<file path="src/rtl/core/iwpl_pkg.sv">
// iwpl_pkg: shared constants, status codes and word types for the improper
// wildcard parameter lookup core. No dependencies; imported by every module.
package iwpl_pkg;

    // table geometry and field widths
    localparam int TABLE_DEPTH = 256;
    localparam int CNT_W       = $clog2(TABLE_DEPTH + 1);
    localparam int KEY_W       = 16;
    localparam int PARAM_W     = 32;

    // wildcard atom type "X" with zero pad
    localparam logic [KEY_W-1:0] WILD_X = 16'h5800;

    // operation codes
    localparam logic OP_LOAD   = 1'b0;
    localparam logic OP_LOOKUP = 1'b1;

    // result status codes
    localparam logic [1:0] ST_MISS   = 2'd0;
    localparam logic [1:0] ST_HIT    = 2'd1;
    localparam logic [1:0] ST_LOADED = 2'd2;
    localparam logic [1:0] ST_FULL   = 2'd3;

    // query broadcast to every cell while one item is in flight
    typedef struct packed {
        logic                      op;
        logic [KEY_W-1:0]          type_a;
        logic [KEY_W-1:0]          type_b;
        logic [KEY_W-1:0]          type_c;
        logic [KEY_W-1:0]          type_d;
        logic signed [PARAM_W-1:0] force_constant;
        logic signed [PARAM_W-1:0] phase_angle;
        logic signed [PARAM_W-1:0] periodicity;
    } t_query;

    // token handed from cell to cell along the chain
    typedef struct packed {
        logic                      valid;
        logic                      done;
        logic                      rev;
        logic                      mid;
        logic [CNT_W-1:0]          remaining;
        logic signed [PARAM_W-1:0] force_constant;
        logic signed [PARAM_W-1:0] phase_angle;
        logic signed [PARAM_W-1:0] periodicity;
    } t_token;

endpackage

</file>
<file path="src/rtl/core/iwpl_cell.sv">
// iwpl_cell: one table entry (four type keys, three parameters) and one token stage.
// Captures a load or tests a lookup as the token passes. Depends on iwpl_pkg.
module iwpl_cell (
    input  logic            i_clk,
    input  logic            i_rst_n,
    input  iwpl_pkg::t_query i_query,
    input  iwpl_pkg::t_token i_tok,
    output iwpl_pkg::t_token o_tok
);
    import iwpl_pkg::*;

    // entry storage, undefined until written
    logic [KEY_W-1:0]          r_k0, r_k1, r_k2, r_k3;
    logic signed [PARAM_W-1:0] r_force, r_phase, r_period;

    t_token r_tok;
    t_token n_tok;

    logic w_in_range, w_write, w_hit;
    logic w_m1, w_m2, w_m3, w_m4;
    logic w_e_fwd, w_e_rev, w_e_any;
    logic w_h1, w_h2, w_h3, w_h4;
    logic w_match, w_rev, w_mid;

    // ends test shared by the two centre rules, forward orientation first
    assign w_e_fwd = (r_k0 == i_query.type_a) && (r_k3 == i_query.type_d);
    assign w_e_rev = !w_e_fwd && (r_k3 == i_query.type_a)
                     && ((r_k0 == i_query.type_d) || (r_k0 == WILD_X));
    assign w_e_any = w_e_fwd || w_e_rev
                     || ((r_k0 == WILD_X) && (r_k3 == i_query.type_d));

    // centre and wildcard-centre conditions
    assign w_m1 = (r_k1 == i_query.type_b) && (r_k2 == i_query.type_c);
    assign w_m2 = (r_k1 == i_query.type_c) && (r_k2 == i_query.type_b);
    assign w_m3 = (r_k1 == WILD_X) && (r_k2 == i_query.type_c);
    assign w_m4 = (r_k1 == WILD_X) && (r_k2 == i_query.type_b);

    assign w_h1 = w_m1 && w_e_any;
    assign w_h2 = w_m2 && w_e_any;
    assign w_h3 = w_m3 && ((r_k3 == i_query.type_d) || (r_k3 == i_query.type_a));
    assign w_h4 = w_m4 && ((r_k3 == i_query.type_a) || (r_k3 == i_query.type_d));

    // rule priority picks orientation
    always_comb begin
        w_match = w_h1 || w_h2 || w_h3 || w_h4;
        if (w_h1) begin
            w_rev = w_e_rev;
            w_mid = 1'b1;
        end else if (w_h2) begin
            w_rev = w_e_rev;
            w_mid = 1'b0;
        end else if (w_h3) begin
            w_rev = (r_k3 != i_query.type_d);
            w_mid = 1'b1;
        end else begin
            w_rev = (r_k3 == i_query.type_a);
            w_mid = 1'b0;
        end
    end

    // token decisions at this cell
    assign w_in_range = (i_tok.remaining != '0);
    assign w_write = i_tok.valid && (i_query.op == OP_LOAD) && !i_tok.done && !w_in_range;
    assign w_hit   = i_tok.valid && (i_query.op == OP_LOOKUP) && !i_tok.done
                     && w_in_range && w_match;

    always_comb begin
        n_tok           = i_tok;
        n_tok.remaining = i_tok.remaining - CNT_W'(w_in_range);
        if (w_write) begin
            n_tok.done = 1'b1;
        end
        if (w_hit) begin
            n_tok.done           = 1'b1;
            n_tok.rev            = w_rev;
            n_tok.mid            = w_mid;
            n_tok.force_constant = r_force;
            n_tok.phase_angle    = r_phase;
            n_tok.periodicity    = r_period;
        end
    end

    // token stage
    always_ff @(posedge i_clk) begin
        if (!i_rst_n) begin
            r_tok <= '0;
        end else begin
            r_tok <= n_tok;
        end
    end

    // entry capture on load
    always_ff @(posedge i_clk) begin
        if (w_write) begin
            r_k0     <= i_query.type_a;
            r_k1     <= i_query.type_b;
            r_k2     <= i_query.type_c;
            r_k3     <= i_query.type_d;
            r_force  <= i_query.force_constant;
            r_phase  <= i_query.phase_angle;
            r_period <= i_query.periodicity;
        end
    end

    assign o_tok = r_tok;

endmodule

</file>
<file path="config.mk">
export PLATFORM = sky130hd
export DESIGN_NAME = iwpl_cell
export DESIGN_NICKNAME = d
export VERILOG_FILES = /design/src/rtl/core/iwpl_pkg.sv /design/src/rtl/core/iwpl_cell.sv
export SDC_FILE = /design/constraint.sdc
export NUM_CORES = 1
export LEC_CHECK = 0
export BUFFER_PORTS_ARGS = -buffer_cell sky130_fd_sc_hd__buf_4
export CORE_MARGIN = 2
export CORE_UTILIZATION = 38
export DETAILED_ROUTE_END_ITERATION = 10
export PLACE_DENSITY_LB_ADDON = 0.2
export SETUP_SLACK_MARGIN = 0.05
export SKIP_LAST_GASP = 1
export SLEW_MARGIN = 25
export SYNTH_ARGS = -nofsm -noshare
export SYNTH_HDL_FRONTEND = slang
export SYNTH_SLANG_ARGS = --single-unit
export TNS_END_PERCENT = 30
</file>
<file path="constraint.sdc">
create_clock -name i_clk -period 22.7 [get_ports i_clk]
set_input_delay 2.27 -clock i_clk [delete_from_list [all_inputs] [get_ports i_clk]]
set_output_delay 2.27 -clock i_clk [all_outputs]
set_load 0.02 [all_outputs]
</file>
==> flow_summary.toml, run 1 <==
[global_route]
grtUsageTotal = 0.2037
grt_antenna_before_repair = 0
grt_pass1_vias = 8061
grt_remaining_overflow = 0
grt_max_degree = 98
grt_pass1_wl_mm = 45.93

[yosys]
netlist_area_um2 = 10690
syn_area_per_cell_um2 = 12.53
synth_top_area_frac = 0.4494
synth-main-ff-cell = "edfxtp_1"
synth-seq-cells = 269
yosysWarningCount = 0
synth-async-reset-ratio = 0
synth_edf_count = 160
yosysTopAreaCell = "edfxtp_1"
syn_nets = 1127
netlist_instances = 853
yosysSeqAreaShare = 0.6536
ys_types = 51
synth.area.top_cells = "edfxtp_1, dfxtp_1, xnor2_1"

[detailed_routing]
vias = 8117
wire_per_inst_um = 19.41
antenna_left = 0
drt_pass1_iterations = 4
drt-total-wl_mm = 31.54
drc_errors = 0
drt_iter0_drc = 495
via_per_inst = 4.995

[run_status]
status = "complete, no violations"

[sta]
skew_ns = 0.01033
timing.final.crit_share = 0.2041
fmax_mhz = 215.8
tightest_slew_ns = 0.9882
report.final.slew_viol_count = 0
rsz0062_at_grt = "false"
slew_headroom = 0.3412
tns_ns = 0
setup_viol = 0
finalHoldViolCount = 0
post-route-min-period_ns = 4.634

[placed_design]
io_buffers = 380
globalplace.congestion = 0.8226
dp_hpwl_mm = 22.41

[clock_network]
clockRootBuffer = "clkbuf_16"
cts_hold_buf = 0
cts_max_level = 1
clk_pin_slew_ns = 0.06
ctsResizeCount = 0
cts_setup_buffers = 0
clock_latency_ns = 0.55
clockBufferDepth = 3
numClockSinks = 269
cts_tree = "yes"
cts-buffers-inserted = 30

[die]
initial_core_util = 0.3859
chipHeight_um = 171.7
die_w_um = 171.7
core_um2 = 27710
std_cell_rows = 61
die-area_um2 = 29490
ioPinCount = 381

[finish]
syn2layout_area_growth_pct = 38.80
fin_nets = 1496
drive_gt1_frac = 0.3772
nFillCells = 2469
fin_util = 0.5356

[flow_run]
cap_viol_max_count = 0

[power]
cellPowerDensity_nw_per_um2 = 74.67
leakagePower_nw = 5.797
irDropWorstVdd_mv = 0.04838

[min_path]
min_delay_path_depth = 2
min_path_type = "reg -> reg"

[worst_setup_path]
crit_fanout = 97
cp.required_ns = 23.17
path_class = "in -> reg"
r2r.worst_path.cells = 8
start_kind = "primary input"
arrival_ns = 5.10
worst_setup_path_end_kind = "flip-flop"
[metrics by stage]
step | setup slack (ns) | power (W) | hold WS [ns] | std cells | area (um2)
final | 18.07 | 0.001108 | 0.5304 | 1625 | 14840
after CTS | 18.06 | 0.001124 | 0.5278 | 1624 | 14840
after global routing | 17.83 | 0.001150 | 0.5497 | 1624 | 14840
after global placement | 17.45 | 0.0006426 | 0.5119 | 1567 | 13830
after floorplan | 2.391 | 0.0005773 | 0.4957 | 853 | 10690
after detailed placement | 17.49 | 0.0006437 | 0.5185 | 1568 | 13850
[state kept, by name (all words and copies together) (netlist names)]
register  count
r_phase      32
r_k0         16
r_force      32
r_k2         16
o_tok       109
r_period     32
r_k3         16
r_k1         16
[cells in the mapped netlist, types with 3 or more instances]
cell type and number:
a21oi_2 24, nand2_1 7, buf_6 5, clkbuf_1 30, buf_1 3, buf_4 4, xor2_1 36, o21ai_1 30
buf_2 4, dfxtp_1 109, clkbuf_2 6, xnor2_1 99, nand3_1 98, nand4_1 26, edfxtp_1 160, a21oi_1 72
nor2_1 12, nor4_2 3, nor4_1 16, nand4b_1 3, o21ai_0 68, nor3_1 3
[power by group]
part	internal [W]	leakage (nW)	switching (W)
Clock	0.000284	0.483	0.000192
Sequential	0.000527	2.35	0.00000306
Combinational	0.0000558	2.97	0.0000465
Total	0.000867	5.80	0.000241
[critical path, cell delays in order]
cell,delay [ns]
buf_4,0.13
xnor2_1,0.15
nand4_1,0.14
nor4_2,0.72
o221ai_1,0.29
nor2_4,0.12
buf_4,0.70
o21ai_0,0.25
a21oi_1,0.20
[cell usage in the layout (no fill, tap or decap), types with 2 or more instances in the layout]
cell / instances
a21oi_1: 72
a21oi_2: 24
a31oi_1: 2
buf_4: 388
bufinv_16: 2
clkbuf_1: 6
clkbuf_16: 30
clkbuf_8: 6
clkinv_1: 5
clkinv_2: 5
dfxtp_1: 109
edfxtp_1: 160
ha_1: 2
inv_1: 2
nand2_1: 7
nand3_1: 98
nand4_1: 26
nand4b_1: 3
nor2_1: 12
nor3_1: 3
nor4_1: 16
nor4_2: 3
o211ai_1: 2
o21a_1: 2
o21ai_0: 68
o21ai_1: 30
o21ai_2: 2
xnor2_1: 99
xor2_1: 36
[worst paths after layout]
kind	from	endpoint	slack, ns
max	i_query[105]	o_tok[59]	18.07
min	r_phase[21]	o_tok[53]	0.53
max reg2reg	r_k3[2]	o_tok[59]	19.49
min reg2reg	r_phase[21]	o_tok[53]	0.53
[metal layers]
metal  routed length, um  vias up  global-route usage
met1               12330     3867              0.2516
met2               15420      299              0.3443
li1                    -     3888                   -
met3                2743       63             0.05545
met4                1046        0             0.06890
met5                   0        -                   0
[cell type report]
type | count | area, um2 | share of cell area
Sequential cell | 269 | 6987 | 0.4709
Tap cell | 378 | 473.0 | 0.03187
Clock buffer | 42 | 855.8 | 0.05768
Multi-Input combinational cell | 529 | 3446 | 0.2322
Clock inverter | 14 | 127.6 | 0.008601
Antenna cell | 1 | 2.502 | 0.0001686
Timing Repair Buffer | 389 | 2933 | 0.1977
Inverter | 3 | 13.76 | 0.0009276
[kinds of logic after synthesis]
family | after synthesis | share of synthesized area
xor+xnor | 135 | 0.1106
simple gates | 179 | 0.09340
mux | 1 | 0.0009364
buf+inv | 55 | 0.02540
flops | 269 | 0.6536
compound gates | 212 | 0.1138
fa+ha+maj | 2 | 0.002340
Note: power is estimated with default switching activity, not from simulation.
==> inputs of run 2 (changes only) <==
Settings changed: ABC_AREA set to 1.
Clock period 22.7 ns to 4.4 ns, I/O delays scaled along.
==> flow_summary.toml, run 2 <==
[sta]
timing.final.crit_share = 0.6491
tightest_slew_ns = 0.8976
post-route-min-period_ns = 2.856
rsz0062_at_grt = "false"
tns_ns = 0
skew_ns = 0.01524
finalHoldViolCount = 0
setup_viol = 0
report.final.slew_viol_count = 0
fmax_mhz = 350.1
setup_ws_ns = 1.544
slew_headroom = 0.4016

[die]
die-area_um2 = 31600
std_cell_rows = 63
ioPinCount = 381
chipHeight_um = 177.8
die_w_um = 177.8
initial_core_util = 0.3861
core_um2 = 29720

[yosys]
netlist_area_um2 = 11470
ys_top_cells_by_count = "nand2_1, edfxtp_1, nor2_1, dfxtp_1, a21oi_1"
synth-main-ff-cell = "edfxtp_1"
yosysWarningCount = 0
ys_types = 35
syn_nets = 1387
yosysTopAreaCell = "edfxtp_1"
yosysMostFrequentCell = "nand2_1"
syn_area_per_cell_um2 = 10.31
synth.area.top_cells = "edfxtp_1, dfxtp_1, xnor2_1"
synth-async-reset-ratio = 0
synth_edf_count = 160
synth-seq-cells = 269
netlist_instances = 1113
synth_top_area_frac = 0.4188
yosysSeqAreaShare = 0.6089

[worst_setup_path]
arrival_ns = 3.31
crit_start = "r_k3[12]"
worstReg2RegEnd = "o_tok[29]"
cpPeakStageDelay_ns = 0.57
path_class = "reg -> reg"
worstReg2RegStart = "r_k3[12]"
cp_cell_sequence = "xnor2_1 > nand3_1 > nor2_1 > nand2_1 > nor2_1 > inv_1 > o21ai_0 > o21ai_2 > nand2_8 > buf_12 > nand3b_1 > nand2_1 > nor2_1"
critical_path.endpoint = "o_tok[29]"
slowest_stage = "nand2_8"
crit_top_cell = "nor2_1"
start_kind = "flip-flop"
worst_setup_path_end_kind = "flip-flop"
r2r.worst_path.cells = 13
cp.required_ns = 4.85
reg2reg_setup_slack_ns = 1.54
crit_fanout = 139

[power]
leakagePower_nw = 6.546
irDropWorstVdd_mv = 0.2961
cellPowerDensity_nw_per_um2 = 380.2

[clock_network]
cts_setup_buffers = 0
clockBufferDepth = 3
numClockSinks = 269
clock_latency_ns = 0.56
cts_max_level = 1
cts_tree = "yes"
clk_pin_slew_ns = 0.06
cts_hold_buf = 0
cts-buffers-inserted = 30
ctsResizeCount = 0
clockRootBuffer = "clkbuf_16"

[finish]
nFillCells = 2666
final_common_cell = "buf_4"
mostFrequentLayoutCells = "buf_4, nand2_1, edfxtp_1, nor2_1, dfxtp_1"
syn2layout_area_growth_pct = 36.49
fin_nets = 1751
drive_gt1_frac = 0.3000
fin_util = 0.5270
largest_reg_flops = 109

[placed_design]
globalplace.congestion = 0.8351
post-place-ws_ns = 1.416
dp_hpwl_mm = 22.40
io_buffers = 380

[detailed_routing]
via_per_inst = 4.642
antenna_left = 0
wire_per_inst_um = 16.53
drt_pass1_iterations = 5
drt_iter0_drc = 456
drc_errors = 0
vias = 8778
drt-total-wl_mm = 31.26

[flow_run]
cap_viol_max_count = 0

[global_route]
grt_pass1_vias = 8561
grt_antenna_before_repair = 1
grt_max_degree = 140
grt_remaining_overflow = 0
grt_pass1_wl_mm = 46.62
grtUsageTotal = 0.1878

[run_status]
status = "complete, no violations"

[min_path]
min_path_type = "in -> reg"
## run 2: worst min path at each step
stage / start / endpoint / slack (ns) / cells past startpoint
after floorplan: r_period[0] / o_tok[0] / 0.52 / 3
after global placement: r_phase[4] / o_tok[36] / 0.52 / 3
after detailed placement: r_phase[5] / o_tok[37] / 0.53 / 3
after CTS: i_query[89] / r_force[25] / 0.02 / 1
after global routing: i_query[91] / r_force[27] / 0.02 / 1
final: i_query[91] / r_force[27] / 0.05 / 1
## run 2: kinds of logic after synthesis
group           after synthesis  synth area share
simple gates                516            0.2118
flops                       269            0.6089
compound gates              116           0.05180
buf+inv                     110           0.04896
xor+xnor                    100           0.07634
fa+ha+maj                     2          0.002181
## run 2: layout make-up
cell class / instances / area (um2) / area share
Multi-Input combinational cell: 734 / 3969 / 0.2534
Antenna cell: 1 / 2.502 / 0.0001598
Clock inverter: 17 / 255.2 / 0.01630
Clock buffer: 38 / 800.8 / 0.05113
Tap cell: 390 / 488.0 / 0.03116
Inverter: 56 / 210.2 / 0.01342
Sequential cell: 269 / 6987 / 0.4461
Timing Repair Buffer: 386 / 2948 / 0.1882
## run 2: stage by stage
| stage | cell area (um2) | hold slack (ns) | std cells | total power [W] |
|---|---|---|---|---|
| after detailed placement | 14600 | 0.5328 | 1835 | 0.003362 |
| after global routing | 15660 | 0.02317 | 1891 | 0.006172 |
| after CTS | 15660 | 0.01816 | 1890 | 0.006025 |
| final | 15660 | 0.05021 | 1891 | 0.005954 |
| after global placement | 14600 | 0.5215 | 1835 | 0.003355 |
| after floorplan | 11500 | 0.5168 | 1113 | 0.003014 |
## run 2: metal layers
metal	up-vias	part of all wire	track usage
met5	-	0	0
li1	4434	-	-
met3	48	0.081	0.05013
met2	304	0.48	0.3243
met1	3992	0.41	0.2283
met4	0	0.028	0.05738
## run 2: worst max-delay path, delay by kind of cell, from the launching register on
family / cells / cell delay (ns)
AND/OR/NAND/NOR: 8 / 1.34
buffers and inverters: 2 / 0.41
flip-flops: 1 / 0.41
AO/OA/AOI/OAI: 2 / 0.28
XOR/XNOR: 1 / 0.17
## run 2: power breakdown
| part | switching (W) | internal (W) |
|---|---|---|
| Sequential | 0.0000166 | 0.00272 |
| Clock | 0.00101 | 0.00164 |
| Combinational | 0.000272 | 0.000296 |
| Total | 0.00130 | 0.00465 |
==> inputs of run 3 (changes only) <==
Clock period 4.4 ns to 2.7 ns, I/O delays scaled along.
==> flow_summary.toml, run 3 (same netlist as run 2, synthesis figures left out) <==
[run_status]
status = "complete, no violations"

[placed_design]
placed_area_um2 = 14700
dp_cells = 1843
io_buffers = 380
dp_hpwl_mm = 22.85
globalplace.congestion = 0.8515

[worst_setup_path]
crit_fanout = 5
cp.required_ns = 3.14
crit_start = "i_tok[100]"
crit_top_cell = "or2_2"
worst_setup_path_end_kind = "flip-flop"
path_class = "in -> reg"
slowest_stage = "dlygate4sd3_1"
start_kind = "primary input"
cp_cell_sequence = "dlygate4sd3_1 > buf_4 > nor2_4 > nand2_1 > nor4_1 > nand3_1 > ha_1 > ha_1 > inv_1 > or2_2 > nor2_1 > inv_1 > or2_2 > or2_2 > o21ai_0 > a21oi_1"
cp_num_buf_inv = 4
arrival_ns = 2.91
cpPeakStageDelay_ns = 0.53
worstReg2RegStart = "r_k3[13]"
crit_family = "simple AND/OR/NAND/NOR gates"

[clock_network]
numClockSinks = 269
cts_max_level = 1
clk_pin_slew_ns = 0.06
clockBufferDepth = 3
clock_latency_ns = 0.55
cts_tree = "yes"
cts-buffers-inserted = 30
clockRootBuffer = "clkbuf_16"

[finish]
fin_nets = 2023
stdcell_count = 2164
drive_gt1_frac = 0.2589
multi_input_area_um2 = 4006
syn2layout_area_growth_pct = 59.73
mostFrequentLayoutCells = "buf_4, dlygate4sd3_1, nand2_1, edfxtp_1, nor2_1"
final_area_um2 = 18330
nFillCells = 2297
largest_reg_flops = 109
final_common_cell = "buf_4"
seq_area_um2 = 6987

[power]
cellPowerDensity_nw_per_um2 = 531.1
p_seq_frac = 0.458
clkPwrFrac = 0.411
p_comb_frac = 0.131
sw_frac_of_total = 0.2249
irDropWorstVdd_mv = 0.4340
power.internal_w = 0.007544
switching_power_w = 0.002190
leakagePower_nw = 7.671

[flow_run]
cap_viol_max_count = 0

[detailed_routing]
drt_iter0_drc = 516
antenna_left = 0
drt_pass1_iterations = 5
via_per_inst = 4.668
vias = 10100
drt-total-wl_mm = 35.14
drc_errors = 0
wire_per_inst_um = 16.24

[die]
ioPinCount = 381
chipHeight_um = 177.8
std_cell_rows = 63
die_w_um = 177.8
die-area_um2 = 31600
core_um2 = 29720
initial_core_util = 0.3861

[sta]
fmax_mhz = 404.5
post-route-min-period_ns = 2.472
timing.final.crit_share = 0.9156
slew_headroom = 0.5263
setup_viol = 0
finalHoldViolCount = 0
rsz0062_at_grt = "false"
report.final.slew_viol_count = 0
skew_ns = 0.01500
tightest_slew_ns = 0.7105

[global_route]
grt_remaining_overflow = 0
grt_pass1_wl_mm = 52.21
grt_pass1_vias = 10100
grtUsageTotal = 0.2085
grt_antenna_before_repair = 1
grt_max_degree = 87

[min_path]
min_from = "i_tok[101]"
min_path_type = "in -> reg"
==> run 3: repair_timing <==
item,CTS,global route
hold buffers,261,0
setup buffers,0,1
hold endpoints to repair,261,0
setup endpoints to repair,0,11
gates resized for setup,0,2
==> run 3: worst register-to-register path, stage by stage, from the launching register on <==
cell	delay, ns
edfxtp_1	0.42
inv_2	0.08
nand2_1	0.05
nand2_1	0.07
nand2_1	0.08
nor2_1	0.14
nand2_1	0.11
nor2_2	0.16
nand2_1	0.08
nand3_2	0.08
nand2_2	0.09
o21ai_4	0.19
nand2_8	0.18
buf_12	0.24
a21oi_1	0.29
nor2_1	0.08
==> run 3: per-stage QoR <==
stage	power [W]	hold slack [ns]	utilization	setup WS [ns]	TNS [ns]
global route	0.01008	0.03150	0.6167	0.06104	0
global placement	0.005473	0.4485	0.4946	0.2710	0
floorplan	0.004912	0.3635	-	-3.749	-571.28
finish	0.009734	0.04099	0.6167	0.2280	0
CTS	0.009801	0.01045	0.6151	0.2475	0
detailed placement	0.005485	0.4494	0.4946	0.2544	0
==> run 3: routing by layer <==
metal	GRT usage	share of wire	up-vias	wire length (um)
met5	0	0	-	0
met4	0.05601	0.025	0	884
met3	0.04220	0.062	72	2175
met2	0.3810	0.50	317	17680
met1	0.2477	0.41	4723	14400
li1	-	-	4989	-
==> run 3: area by class of cell <==
type / instances / area share
Antenna cell: 1 / 0.0001365
Clock buffer: 48 / 0.04738
Clock inverter: 8 / 0.005394
Inverter: 56 / 0.01147
Multi-Input combinational cell: 736 / 0.2186
Sequential cell: 269 / 0.3812
Tap cell: 390 / 0.02663
Timing Repair Buffer: 656 / 0.3091
==> run 3: path summary, 6_finish.rpt <==
kind / to / slack [ns] / cells past startpoint
max: o_tok[102] / 0.23 / 16
min: o_tok[101] / 0.04 / 3
max reg2reg: o_tok[62] / 0.26 / 15
min reg2reg: o_tok[80] / 0.54 / 3
==> run 3: power groups by stage <==
| stage | clock, W | combinational [W] | sequential [W] |
|---|---|---|---|
| 2_1_floorplan | 0 | 0.000259 | 0.00465 |
| 3_3_place_gp | 0 | 0.000930 | 0.00454 |
| 3_5_place_dp | 0 | 0.000940 | 0.00455 |
| 4_1_cts | 0.00408 | 0.00127 | 0.00446 |
| 5_1_grt | 0.00425 | 0.00137 | 0.00446 |
| 6_report | 0.00400 | 0.00127 | 0.00446 |
